### src/sv/acrs_pkg.sv
// Shared types, codes and AES helper functions for the AES counter random source.
package acrs_pkg;

   localparam logic [2:0] FUNC_WIDE     = 3'd0;
   localparam logic [2:0] FUNC_BYTE     = 3'd1;
   localparam logic [2:0] FUNC_BIT      = 3'd2;
   localparam logic [2:0] FUNC_PRIME    = 3'd3;
   localparam logic [2:0] FUNC_NONZERO  = 3'd4;
   localparam logic [2:0] FUNC_NOT_ONES = 3'd5;
   localparam logic [2:0] FUNC_BELOW    = 3'd6;
   localparam logic [2:0] FUNC_UNUSED   = 3'd7;

   localparam logic [1:0] POOL_WIDE = 2'd0;
   localparam logic [1:0] POOL_BYTE = 2'd1;
   localparam logic [1:0] POOL_BIT  = 2'd2;

   localparam logic [1:0] SRC_ZERO = 2'd0;
   localparam logic [1:0] SRC_DRAW = 2'd1;
   localparam logic [1:0] SRC_REM  = 2'd2;

   localparam logic [8:0] MOD_MAX   = 9'd256;
   localparam logic [3:0] MOD_STEPS = 4'd8;
   localparam logic [3:0] LAST_ROUND = 4'd14;

   typedef struct packed {
      logic       fresh;
      logic       load;
      logic       take;
      logic       mod_start;
      logic       out_load;
      logic [1:0] pool;
      logic [1:0] out_src;
      logic [8:0] modulus;
   } acrs_cmd_type;

   typedef struct packed {
      logic pos_zero;
      logic aes_done;
      logic all_ones;
      logic mod_done;
      logic reject;
      logic rem_zero;
      logic out_free;
   } acrs_status_type;

   localparam logic [7:0] SBOX [256] = '{
      8'h63, 8'h7c, 8'h77, 8'h7b, 8'hf2, 8'h6b, 8'h6f, 8'hc5,
      8'h30, 8'h01, 8'h67, 8'h2b, 8'hfe, 8'hd7, 8'hab, 8'h76,
      8'hca, 8'h82, 8'hc9, 8'h7d, 8'hfa, 8'h59, 8'h47, 8'hf0,
      8'had, 8'hd4, 8'ha2, 8'haf, 8'h9c, 8'ha4, 8'h72, 8'hc0,
      8'hb7, 8'hfd, 8'h93, 8'h26, 8'h36, 8'h3f, 8'hf7, 8'hcc,
      8'h34, 8'ha5, 8'he5, 8'hf1, 8'h71, 8'hd8, 8'h31, 8'h15,
      8'h04, 8'hc7, 8'h23, 8'hc3, 8'h18, 8'h96, 8'h05, 8'h9a,
      8'h07, 8'h12, 8'h80, 8'he2, 8'heb, 8'h27, 8'hb2, 8'h75,
      8'h09, 8'h83, 8'h2c, 8'h1a, 8'h1b, 8'h6e, 8'h5a, 8'ha0,
      8'h52, 8'h3b, 8'hd6, 8'hb3, 8'h29, 8'he3, 8'h2f, 8'h84,
      8'h53, 8'hd1, 8'h00, 8'hed, 8'h20, 8'hfc, 8'hb1, 8'h5b,
      8'h6a, 8'hcb, 8'hbe, 8'h39, 8'h4a, 8'h4c, 8'h58, 8'hcf,
      8'hd0, 8'hef, 8'haa, 8'hfb, 8'h43, 8'h4d, 8'h33, 8'h85,
      8'h45, 8'hf9, 8'h02, 8'h7f, 8'h50, 8'h3c, 8'h9f, 8'ha8,
      8'h51, 8'ha3, 8'h40, 8'h8f, 8'h92, 8'h9d, 8'h38, 8'hf5,
      8'hbc, 8'hb6, 8'hda, 8'h21, 8'h10, 8'hff, 8'hf3, 8'hd2,
      8'hcd, 8'h0c, 8'h13, 8'hec, 8'h5f, 8'h97, 8'h44, 8'h17,
      8'hc4, 8'ha7, 8'h7e, 8'h3d, 8'h64, 8'h5d, 8'h19, 8'h73,
      8'h60, 8'h81, 8'h4f, 8'hdc, 8'h22, 8'h2a, 8'h90, 8'h88,
      8'h46, 8'hee, 8'hb8, 8'h14, 8'hde, 8'h5e, 8'h0b, 8'hdb,
      8'he0, 8'h32, 8'h3a, 8'h0a, 8'h49, 8'h06, 8'h24, 8'h5c,
      8'hc2, 8'hd3, 8'hac, 8'h62, 8'h91, 8'h95, 8'he4, 8'h79,
      8'he7, 8'hc8, 8'h37, 8'h6d, 8'h8d, 8'hd5, 8'h4e, 8'ha9,
      8'h6c, 8'h56, 8'hf4, 8'hea, 8'h65, 8'h7a, 8'hae, 8'h08,
      8'hba, 8'h78, 8'h25, 8'h2e, 8'h1c, 8'ha6, 8'hb4, 8'hc6,
      8'he8, 8'hdd, 8'h74, 8'h1f, 8'h4b, 8'hbd, 8'h8b, 8'h8a,
      8'h70, 8'h3e, 8'hb5, 8'h66, 8'h48, 8'h03, 8'hf6, 8'h0e,
      8'h61, 8'h35, 8'h57, 8'hb9, 8'h86, 8'hc1, 8'h1d, 8'h9e,
      8'he1, 8'hf8, 8'h98, 8'h11, 8'h69, 8'hd9, 8'h8e, 8'h94,
      8'h9b, 8'h1e, 8'h87, 8'he9, 8'hce, 8'h55, 8'h28, 8'hdf,
      8'h8c, 8'ha1, 8'h89, 8'h0d, 8'hbf, 8'he6, 8'h42, 8'h68,
      8'h41, 8'h99, 8'h2d, 8'h0f, 8'hb0, 8'h54, 8'hbb, 8'h16
   };

   function automatic logic [7:0] xtime(input logic [7:0] a);
      return {a[6:0], 1'b0} ^ (a[7] ? 8'h1b : 8'h00);
   endfunction

   function automatic logic [127:0] aes_round(input logic [127:0] s, input logic last);
      logic [127:0] t;
      logic [127:0] m;
      logic [7:0]   a0, a1, a2, a3, all;
      for (int c = 0; c < 4; c++) begin
         for (int i = 0; i < 4; i++) begin
            t[8*(i+4*c) +: 8] = SBOX[s[8*(i+4*((c+i)%4)) +: 8]];
         end
      end
      for (int c = 0; c < 4; c++) begin
         a0 = t[8*(4*c)   +: 8];
         a1 = t[8*(4*c+1) +: 8];
         a2 = t[8*(4*c+2) +: 8];
         a3 = t[8*(4*c+3) +: 8];
         all = a0 ^ a1 ^ a2 ^ a3;
         m[8*(4*c)   +: 8] = a0 ^ all ^ xtime(a0 ^ a1);
         m[8*(4*c+1) +: 8] = a1 ^ all ^ xtime(a1 ^ a2);
         m[8*(4*c+2) +: 8] = a2 ^ all ^ xtime(a2 ^ a3);
         m[8*(4*c+3) +: 8] = a3 ^ all ^ xtime(a3 ^ a0);
      end
      return last ? t : m;
   endfunction

   function automatic logic [127:0] key_expand(input logic [127:0] ka, input logic [127:0] kb,
                                               input logic rot, input logic [7:0] rcon);
      logic [31:0]  w;
      logic [31:0]  x;
      logic [127:0] n;
      w = kb[127:96];
      if (rot) begin
         x = {SBOX[w[7:0]], SBOX[w[31:24]], SBOX[w[23:16]], SBOX[w[15:8]] ^ rcon};
      end else begin
         x = {SBOX[w[31:24]], SBOX[w[23:16]], SBOX[w[15:8]], SBOX[w[7:0]]};
      end
      n[31:0]   = ka[31:0]   ^ x;
      n[63:32]  = ka[63:32]  ^ n[31:0];
      n[95:64]  = ka[95:64]  ^ n[63:32];
      n[127:96] = ka[127:96] ^ n[95:64];
      return n;
   endfunction

endpackage

### src/sv/acrs_ctrl.sv
// Controller state machine that sequences pool refills, draws, rejection loops and results.
module acrs_ctrl #(
   parameter int PRIME_MODULUS = 67
) (
   input  logic                      clock,
   input  logic                      reset,
   input  logic                      req_valid,
   output logic                      req_stall,
   input  logic [2:0]                req_func,
   input  logic [8:0]                req_modulus,
   output acrs_pkg::acrs_cmd_type    cmd,
   input  acrs_pkg::acrs_status_type status
);

   localparam logic [2:0] ST_IDLE     = 3'd0;
   localparam logic [2:0] ST_DISPATCH = 3'd1;
   localparam logic [2:0] ST_AESWAIT  = 3'd2;
   localparam logic [2:0] ST_TAKE     = 3'd3;
   localparam logic [2:0] ST_CHECK    = 3'd4;
   localparam logic [2:0] ST_MOD      = 3'd5;
   localparam logic [2:0] ST_DONE     = 3'd6;

   logic [2:0] state_ff, state_in;
   logic [2:0] func_ff, func_in;
   logic [8:0] mod_ff, mod_in;
   logic [1:0] src_ff, src_in;

   always_comb begin
      mod_in = req_modulus;
      if (req_modulus == 9'd0) begin
         mod_in = 9'd1;
      end else if (req_modulus > acrs_pkg::MOD_MAX) begin
         mod_in = acrs_pkg::MOD_MAX;
      end
   end

   always_comb begin
      state_in      = state_ff;
      func_in       = func_ff;
      src_in        = src_ff;
      cmd           = '0;
      cmd.out_src   = src_ff;
      cmd.modulus   = (func_ff == acrs_pkg::FUNC_BELOW) ? mod_ff : 9'(PRIME_MODULUS);
      case (func_ff)
         acrs_pkg::FUNC_WIDE, acrs_pkg::FUNC_NOT_ONES: cmd.pool = acrs_pkg::POOL_WIDE;
         acrs_pkg::FUNC_BIT:                           cmd.pool = acrs_pkg::POOL_BIT;
         default:                                      cmd.pool = acrs_pkg::POOL_BYTE;
      endcase
      unique case (state_ff)
         ST_IDLE: begin
            if (req_valid) begin
               func_in  = req_func;
               state_in = ST_DISPATCH;
            end
         end
         ST_DISPATCH: begin
            if (func_ff == acrs_pkg::FUNC_UNUSED) begin
               src_in   = acrs_pkg::SRC_ZERO;
               state_in = ST_DONE;
            end else if (status.pos_zero) begin
               cmd.fresh = 1'b1;
               state_in  = ST_AESWAIT;
            end else begin
               state_in = ST_TAKE;
            end
         end
         ST_AESWAIT: begin
            if (status.aes_done) begin
               cmd.load = 1'b1;
               state_in = ST_TAKE;
            end
         end
         ST_TAKE: begin
            cmd.take = 1'b1;
            state_in = ST_CHECK;
         end
         ST_CHECK: begin
            unique case (func_ff) inside
               acrs_pkg::FUNC_WIDE, acrs_pkg::FUNC_BYTE, acrs_pkg::FUNC_BIT: begin
                  src_in   = acrs_pkg::SRC_DRAW;
                  state_in = ST_DONE;
               end
               acrs_pkg::FUNC_NOT_ONES: begin
                  if (status.all_ones) begin
                     state_in = ST_DISPATCH;
                  end else begin
                     src_in   = acrs_pkg::SRC_DRAW;
                     state_in = ST_DONE;
                  end
               end
               default: begin
                  cmd.mod_start = 1'b1;
                  state_in      = ST_MOD;
               end
            endcase
         end
         ST_MOD: begin
            if (status.mod_done) begin
               if (status.reject ||
                   (func_ff == acrs_pkg::FUNC_NONZERO && status.rem_zero)) begin
                  state_in = ST_DISPATCH;
               end else begin
                  src_in   = acrs_pkg::SRC_REM;
                  state_in = ST_DONE;
               end
            end
         end
         ST_DONE: begin
            if (status.out_free) begin
               cmd.out_load = 1'b1;
               state_in     = ST_IDLE;
            end
         end
         default: state_in = ST_IDLE;
      endcase
   end

   always_ff @(posedge clock) begin
      func_ff <= func_in;
      src_ff  <= src_in;
      if (state_ff == ST_IDLE && req_valid) mod_ff <= mod_in;
      if (reset) begin
         state_ff <= ST_IDLE;
      end else begin
         state_ff <= state_in;
      end
   end

   assign req_stall = state_ff != ST_IDLE;

endmodule

### config.mk
export PLATFORM = sky130hd
export DESIGN_NAME = acrs_ctrl
export DESIGN_NICKNAME = d
export VERILOG_FILES = /design/src/sv/acrs_pkg.sv /design/src/sv/acrs_ctrl.sv
export SDC_FILE = /design/constraint.sdc
export NUM_CORES = 1
export LEC_CHECK = 0
export CAP_MARGIN = 10
export CORE_UTILIZATION = 65
export DETAILED_ROUTE_END_ITERATION = 16
export DONT_BUFFER_PORTS = 1
export GPL_TIMING_DRIVEN = 0
export PLACE_DENSITY_LB_ADDON = 0.1
export SETUP_SLACK_MARGIN = 0.05
export SLEW_MARGIN = 10
export SYNTH_ARGS = -nofsm -noshare
export SYNTH_HDL_FRONTEND = slang
export SYNTH_SLANG_ARGS = --single-unit
export TNS_END_PERCENT = 1
### constraint.sdc
create_clock -name clock -period 3.4 [get_ports clock]
set_input_delay 0.85 -clock clock [delete_from_list [all_inputs] [get_ports clock]]
set_output_delay 0.85 -clock clock [all_outputs]
set_load 0.02 [all_outputs]
Word-level counts from Yosys, hierarchy flattened
Cells that the tools add are included.
{"block": "totals", "wordCells": 70, "inputBits": 22, "mem_bits_rw": 0, "latchBits": 0, "out_inout_bits": 19, "romBits": 0, "ff_bits": 17, "memories": 0}
{"block": "op_classes", "muxes": 29, "eq_ne": 20, "n_div": 0, "bitwise": 0, "n_mul": 0, "n_lt_le_gt_ge": 1, "shift": 0, "addsub": 0, "n_reduce_logical": 15}
{"cell": "$eq A3 B3 Y1 const B", "count": 7}
{"cell": "$mux W3", "count": 7}
{"cell": "$pmux W3 S7", "count": 1}
{"cell": "$mux W9", "count": 2}
{"cell": "$ne A2 B2 Y1 const B", "count": 6}
{"cell": "$mux W1", "count": 11}
{"cell": "$eq A3 B2 Y1 const B", "count": 3}
{"cell": "$gt A9 B9 Y1 const B", "count": 1}
{"cell": "$logic_not A9 Y1", "count": 1}
{"cell": "$mux W2", "count": 4}
{"cell": "$pmux W2 S2", "count": 2}
{"cell": "$eq A3 B1 Y1 const B", "count": 2}
{"cell": "$logic_not A3 Y1", "count": 2}
{"cell": "$pmux W2 S3", "count": 1}
{"cell": "$pmux W3 S2", "count": 1}
{"cell": "$reduce_and A6 Y1", "count": 1}
{"cell": "$reduce_bool A3 Y1", "count": 2}
{"cell": "$reduce_and A4 Y1", "count": 1}
{"cell": "$reduce_or A2 Y1", "count": 2}
{"cell": "$reduce_or A4 Y1", "count": 1}
{"cell": "$ne A3 B2 Y1 const B", "count": 1}
{"cell": "$ne A3 B3 Y1 const B", "count": 1}
{"cell": "$reduce_or A3 Y1", "count": 1}
{"cell": "$logic_and A1 B1 Y1", "count": 2}
{"cell": "other kinds (2)", "count": 2}

Longest topological paths before layout
Gate-level depths: netlist (run 1).
{"block": "logic_depth", "depth_word": 6, "mapped_depth": 5, "ltp_nobuf": 5}

Least setup slack after synthesis (run 1)
No wires, ideal clock.
{"block": "synth_timing", "path_kind": "input-to-output", "from": "in status[5] (netlist name)", "to": "out cmd[16] (netlist name)", "arrival_time_ns": 1.371, "path_stages": 1, "n_path_buf": 0, "required_time_ns": 2.550, "setup_slack_ns": 1.179, "cell_sequence": "nor3b_1"}
{"block": "synth_between", "elab_chain_len": 2}
{"element": "start: declaration", "line": "acrs_ctrl.sv:12", "source": "input acrs_pkg::acrs_status_type status"}
{"element": "$mux W1", "line": "acrs_ctrl.sv:68", "source": "if (status.aes_done) begin"}
{"element": "$mux W1", "line": "acrs_ctrl.sv:49", "source": "unique case (state_ff)"}
{"element": "end: declaration", "line": "acrs_ctrl.sv:11", "source": "output acrs_pkg::acrs_cmd_type cmd,"}
Every way passes these cells.

==> results of run 1 <==
## per-layer routing
metal / up-vias / share of wire (%)
met3: 5 / 6.8
met2: 36 / 50
met5: - / 0
li1: 373 / -
met4: 0 / 2.3
met1: 348 / 41
## logic make-up (layout without fill, tap and decap cells)
group / Yosys count / in the layout / share of synthesized area (%)
muxes: 1 / 1 / 0.956
and+or+nand+nor: 50 / 50 / 30.5
xor gates and xnor gates: 1 / 1 / 0.836
AOI/OAI and AO/OA: 20 / 20 / 13.5
buffers and inverters: 12 / 16 / 5.97
DFF: 17 / 17 / 45.9
adders and majority gates: 2 / 2 / 2.39
## through the flow
stage	util (%)	instances	worst slack [ns]	total power, mW	instance area [sq um]
2_1_floorplan	-	103	1.18	0.609	1050
3_3_place_gp	70.8	119	1.16	0.654	1070
3_5_place_dp	70.8	119	1.17	0.662	1070
4_1_cts	72.8	123	0.895	0.774	1100
5_1_grt	72.8	123	0.786	0.815	1100
6_report	72.8	123	0.896	0.773	1100
## worst paths after layout
kind / startpoint / endpoint / slack, ns / cells past startpoint
max: func_ff[0]$_DFFE_PP_ / cmd[17] / 0.90 / 4
min: reset / state_ff[2]$_SDFFE_PP0P_ / 0.60 / 1
max reg2reg: state_ff[2]$_SDFFE_PP0P_ / func_ff[2]$_DFFE_PP_ / 1.23 / 3
min reg2reg: state_ff[1]$_SDFFE_PP0P_ / src_ff[1]$_DFFE_PP_ / 0.71 / 1
## power breakdown
part / internal, mW / switching [mW] / total, mW
clock network: 0.0449 / 0.0717 / 0.117
registers: 0.297 / 0.0328 / 0.330
logic: 0.129 / 0.198 / 0.327
## worst reg2reg max path, delay by kind of cell (launching register included)
family | cells | cell delay (ns)
buffers and inverters | 1 | 0.14
DFF | 1 | 0.35
and+or+nand+nor | 2 | 1.31
## synthesized netlist by cell type (2+ instances only)
library cell / n / area share, %
buf_4: 2 / 1.4
ha_1: 2 / 2.4
nor2b_1: 2 / 1.2
nor4_1: 2 / 1.2
dfxtp_1: 3 / 5.7
buf_2: 2 / 0.96
and2_1: 14 / 8.4
a21oi_1: 7 / 3.3
edfxtp_1: 14 / 40
nand2b_1: 9 / 5.4
nand2_1: 3 / 1.1
nor3b_1: 3 / 2.2
inv_1: 6 / 2.2
o21ai_0: 2 / 0.96
nor2_1: 7 / 2.5
o211ai_1: 2 / 1.4
## registers in the layout, indices dropped and copies added, names as in the netlist
register	count
mod_ff	9
func_ff	3
state_ff	3
src_ff	2
## area by class of cell
class	count	area share, %
multi-input combinational	74	46.0
sequential	17	43.8
inverter	6	2.05
tap	16	1.82
clock buffer	3	2.05
clock inverter	1	0.684
buffer	6	3.65
==> impl_metrics.toml, run 1 <==
[sta]
drv_slew = 0
hold_slack_ns = 0.599
tightest_slew_ns = 0.944
slew-limit-headroom_pct = 36.8
rsz0062_at_grt = "false"
finalHoldViolCount = 0
post-route-period-util_pct = 73.6
fmax_mhz = 399
skew_ns = 0.00496
fin_crit_ns = 2.50
finalSetupTns_ns = 0
setup_violations = 0

[placed_design]
place.gp.congestion = 0.821
dp_hpwl_mm = 1.47
portBuffers = 0

[final_layout]
n_antenna_cell = 0
multiInputGateArea_sq_um = 504
nets = 132
final_cell_mix = "and2_1 (14), edfxtp_1 (14), nand2b_1 (9), nor2_1 (7), a21oi_1 (7)"
seq_area_sq_um = 480
nFillCells = 116
drive_gt1_share_pct = 16.8
area_delta_synth_final_pct = 4.78

[global_route]
grt_max_degree = 13
met3_usage_pct = 6.90
antenna_found_initial = 0
grt_first_pass_wirelength_mm = 2.98
top_usage_layer = "met2"
grtUsageMet2_pct = 36.9
grt_overflow = 0
grt_pass1_vias = 685
gr-usage-all-layers_pct = 22.8
use_met1_pct = 27.6

[setup_path]
worst_path_max_delay_cell = "edfxtp_1"
critPathArrivalTime_ns = 1.65
path_cells = "buf_4 > nand3_1 > nor3b_1 > and2_1"
crit_buf_inv = 1
cp.required_ns = 2.55
path_delay_family = "simple AND/OR/NAND/NOR gates"
path_max_fanout = 10
slowest_delay_ns = 0.40
crit_type = "reg -> out"
worstSetupEndpointType = "primary output"
critPathLaunchType = "register"

[die]
coreArea_sq_um = 1510
ios = 41
dieHeight_um = 42.1
die_area_sq_um = 1780
std_cell_rows = 14
dieWidth_um = 42.1
start_util_pct = 69.5

[yosys]
syn_inst = 103
ys_types = 39
yosys_warnings = 0
syn_avg_cell_area_sq_um = 10.2
yosysSeqAreaShare_pct = 45.9
synth-seq-cells = 17
synth_area_sq_um = 1050
synthArstFlopShare_pct = 0
synth-edff-count = 14
synth-main-ff-cell = "edfxtp_1"
syn-num-nets = 127

[routing]
drt_first_pass_iters = 4
wl_per_cell_um = 15.5
dr_total_vias = 762
drt-initial-drc-count = 29
wl_mm = 1.91
ant_nets = 0
routed_via_density = 6.20
drc = 0

[clock_tree]
root_buffer = "clkbuf_4"
cts_setup_buffers = 0
cts_buffer_depth = 2
clock_latency_ns = 0.30
htree_num_levels = 1
path_clk_slew_ns = 0.11
cts-resized-gates = 0
postCtsHoldBufs = 0
cts_tree = "done"
cts_inserted_buffers = 3
cts.sinks = 17

[status]
status = "complete, no violations"

[worst_hold_path]
hp-class = "in -> reg"

[job]
cap_violations = 0

[power_and_ir_drop]
ir_drop_uv = 451
power.leakage_nw = 0.418
power.density_nw_per_um2 = 705
Note: power is estimated with default switching activity, not from simulation.
==> run 2, diff against run 1 <==
- CORE_UTILIZATION: 65 -> 61
- clock period: 3.4 -> 2.65 ns (I/O delays scaled with it)
==> impl_metrics.toml, run 2 (same netlist as run 1, synthesis figures left out) <==
[final_layout]
top_register = "mod_ff"
n_antenna_cell = 0
largest_reg_flops = 9
drive_gt1_share_pct = 15.9
final_core_util_pct = 70.1
nFillCells = 133
area_delta_synth_final_pct = 4.42
nets = 132
final_cell_mix = "and2_1 (14), edfxtp_1 (14), nand2b_1 (9), nor2_1 (7), a21oi_1 (7)"
fin_area_sq_um = 1090
reg.largest.list = "mod_ff (9), func_ff (3), state_ff (3)"

[setup_path]
timing.rr.start = "state_ff[2]$_SDFFE_PP0P_"
critPathArrivalTime_ns = 1.62
worstRegToRegCells = 3
crit_type = "reg -> out"
path_cells = "nand3_1 > nor3b_1 > and2_1"
slowest_delay_ns = 0.51
critPathLaunchType = "register"
worst_path_max_delay_cell = "edfxtp_1"
cp.required_ns = 1.99
worstSetupEndpointType = "primary output"
path_max_fanout = 8
cp-startpoint = "func_ff[1]$_DFFE_PP_"

[global_route]
use_met1_pct = 28.2
grt_overflow = 0
antenna_found_initial = 0
grt_max_degree = 13
grt_pass1_vias = 735
top_usage_layer = "met2"
met3_usage_pct = 7.08
grtUsageMet2_pct = 39.4
gr-usage-all-layers_pct = 23.1
grt_first_pass_wirelength_mm = 3.19

[die]
coreArea_sq_um = 1560
start_util_pct = 67.2
std_cell_rows = 14
ios = 41
dieHeight_um = 43.4
die_area_sq_um = 1890
dieWidth_um = 43.4

[sta]
post-route-period-util_pct = 86.3
tightest_slew_ns = 0.940
skew_ns = 0.00338
setup_violations = 0
finalHoldViolCount = 0
slew-limit-headroom_pct = 37.1
rsz0062_at_grt = "false"
drv_slew = 0
finalSetupTns_ns = 0
fin_crit_ns = 2.29
fmax_mhz = 437

[power_and_ir_drop]
power.leakage_nw = 0.419
power_frac_comb_pct = 43.2
swShare_pct = 38.2
seq_power_share_pct = 43.1
p_sw_uw = 374
power.density_nw_per_um2 = 895
clkPwrFrac_pct = 13.7
ir_drop_uv = 532
p_int_uw = 605

[clock_tree]
postCtsHoldBufs = 0
clock_latency_ns = 0.28
cts_tree = "done"
cts_inserted_buffers = 3
path_clk_slew_ns = 0.10
htree_num_levels = 1
cts_buffer_depth = 2
root_buffer = "clkbuf_4"
cts.sinks = 17
cts_setup_buffers = 0
cts-resized-gates = 0

[routing]
ant_nets = 0
drt-initial-drc-count = 25
dr_total_vias = 747
drt_first_pass_iters = 10
drc = 6
routed_via_density = 6.07
wl_per_cell_um = 16.0
wl_mm = 1.96

[placed_design]
dpl_cell_area_sq_um = 1070
place.gp.congestion = 0.897
dp_hpwl_mm = 1.50
portBuffers = 0

[job]
cap_violations = 0

[worst_hold_path]
whs_path_depth = 1
hp-class = "in -> reg"
worstHoldStart = "reset"

[status]
status = "complete, but fails checks"
failed_checks = "DRC"
run 2: through the flow:
stage	worst slack, ns	power (mW)	hold WS, ns	std cells
final	0.364	0.979	0.442	123
after global routing	0.239	1.04	0.418	123
after CTS	0.362	0.984	0.433	123
after detailed placement	0.467	0.849	0.690	119
after global placement	0.543	0.836	0.674	119
after floorplan	0.709	0.782	0.642	103
run 2: critical path, delay by kind of cell (launching register included):
family / cells / cell delay (ns)
flops: 1 / 0.51
simple gates: 3 / 0.83
run 2: power groups by stage:
| stage | registers, mW | logic [mW] | clock network, mW |
|---|---|---|---|
| after global routing | 0.429 | 0.461 | 0.151 |
| after global placement | 0.424 | 0.411 | 0 |
| after detailed placement | 0.429 | 0.419 | 0 |
| after CTS | 0.422 | 0.424 | 0.137 |
| after floorplan | 0.418 | 0.363 | 0 |
| final | 0.422 | 0.422 | 0.134 |
run 2: cell type report:
type                            instances  area, sq um  share of cell area [%]
Buffer                                  6         40.0                    3.66
Clock buffer                            4         26.3                    2.40
Inverter                                6         22.5                    2.06
Multi-Input combinational cell         74          504                    46.1
Sequential cell                        17          480                    43.9
Tap cell                               16         20.0                    1.83
run 2: path summary, 6_finish.rpt:
kind | endpoint | slack, ns
max | cmd[17] | 0.36
min | state_ff[2]$_SDFFE_PP0P_ | 0.44
max reg2reg | func_ff[2]$_DFFE_PP_ | 0.49
min reg2reg | state_ff[2]$_SDFFE_PP0P_ | 0.71
run 2: metal layers:
metal | wire, um | up-vias
met5 | 0 | -
met4 | 21 | 0
met3 | 152 | 2
met2 | 968 | 33
met1 | 821 | 337
li1 | - | 375
==> run 3, diff against run 2 <==
- CELL_PAD_IN_SITES_DETAIL_PLACEMENT: default -> 1
- CELL_PAD_IN_SITES_GLOBAL_PLACEMENT: default -> 1
- CORE_UTILIZATION: 61 -> 45
==> impl_metrics.toml, run 3 (same netlist as run 1, synthesis figures left out) <==
[placed_design]
portBuffers = 0
dpl_cell_area_sq_um = 1080
place.gp.congestion = 0.800
dp_hpwl_mm = 1.69

[setup_path]
cp.required_ns = 1.99
critPathLaunchType = "register"
crit_buf_inv = 1
path_cells = "buf_4 > nand3_1 > nor3b_1 > and2_1"
critPathArrivalTime_ns = 1.69
path_delay_family = "simple AND/OR/NAND/NOR gates"
slowest_delay_ns = 0.41
crit_type = "reg -> out"
path_max_fanout = 10
worst_path_max_delay_cell = "nor3b_1"
worstSetupEndpointType = "primary output"

[clock_tree]
clock_latency_ns = 0.29
cts-resized-gates = 0
cts_inserted_buffers = 3
path_clk_slew_ns = 0.11
root_buffer = "clkbuf_4"
cts_tree = "done"
postCtsHoldBufs = 0
htree_num_levels = 1
cts.sinks = 17
cts_buffer_depth = 2
cts_setup_buffers = 0

[worst_hold_path]
hp-class = "in -> reg"

[global_route]
gr-usage-all-layers_pct = 18.8
grt_pass1_vias = 794
grt_first_pass_wirelength_mm = 3.51
grt_overflow = 0
antenna_found_initial = 0
grt_max_degree = 13

[sta]
fin_crit_ns = 2.35
skew_ns = 0.00168
drv_slew = 0
slew-limit-headroom_pct = 37.6
finalSetupTns_ns = 0
finalHoldViolCount = 0
tightest_slew_ns = 0.933
setup_violations = 0
post-route-period-util_pct = 88.6
rsz0062_at_grt = "false"
fmax_mhz = 426

[die]
ios = 41
std_cell_rows = 17
coreArea_sq_um = 2210
start_util_pct = 47.3
dieHeight_um = 50.2
dieWidth_um = 50.2
die_area_sq_um = 2520

[routing]
drc = 0
routed_via_density = 5.70
dr_total_vias = 769
drt_first_pass_iters = 4
drt-initial-drc-count = 19
ant_nets = 0
wl_per_cell_um = 16.0
wl_mm = 2.16

[power_and_ir_drop]
power.leakage_nw = 0.418
ir_drop_uv = 439
power.density_nw_per_um2 = 895

[status]
status = "complete, no violations"

[final_layout]
drive_gt1_share_pct = 16.8
fin_area_sq_um = 1110
largest_reg_flops = 9
n_antenna_cell = 0
final_core_util_pct = 50.3
nets = 132
top_register = "mod_ff"
area_delta_synth_final_pct = 6.21
reg.largest.list = "mod_ff (9), func_ff (3), state_ff (3)"
final_cell_mix = "and2_1 (14), edfxtp_1 (14), nand2b_1 (9), nor2_1 (7), a21oi_1 (7)"

[job]
cap_violations = 0
[run 3: layout make-up]
cell class | instances | area, sq um
Fill cell | 267 | 1100
Sequential cell | 17 | 480
Buffer | 6 | 40.0
Multi-Input combinational cell | 74 | 504
Clock inverter | 1 | 7.51
Tap cell | 28 | 35.0
Clock buffer | 3 | 22.5
Inverter | 6 | 22.5
[run 3: layer usage]
layer	part of all wire [%]	global-route usage (%)
met1	46	25.0
met2	48	30.2
met3	4.4	2.12
met4	1.1	8.57
met5	0	0
[run 3: through the flow]
step                      power (mW)  worst slack, ns  hold slack (ns)  std cells
after global placement         0.845            0.507            0.680        131
final                          0.995            0.301            0.419        135
after global routing            1.06            0.210            0.410        135
after detailed placement       0.857            0.476            0.694        131
after CTS                       1.00            0.315            0.412        135
after floorplan                0.782            0.709            0.642        103
[run 3: path summary, 6_finish.rpt]
kind	startpoint	to	slack, ns	depth (start not counted)
worst max-delay path	func_ff[0]$_DFFE_PP_	cmd[17]	0.30	4
worst min-delay path	reset	state_ff[0]$_SDFFE_PP0P_	0.42	1
worst max register to register	state_ff[2]$_SDFFE_PP0P_	mod_ff[5]$_SDFFCE_PP0P_	0.49	3
worst min register to register	state_ff[1]$_SDFFE_PP0P_	src_ff[1]$_DFFE_PP_	0.72	1
[run 3: power by group]
part / total (mW) / internal, mW / switching, mW
Sequential: 0.420 / 0.380 / 0.0401
Combinational: 0.429 / 0.166 / 0.263
Clock: 0.145 / 0.0573 / 0.0879
Total: 0.995 / 0.604 / 0.391
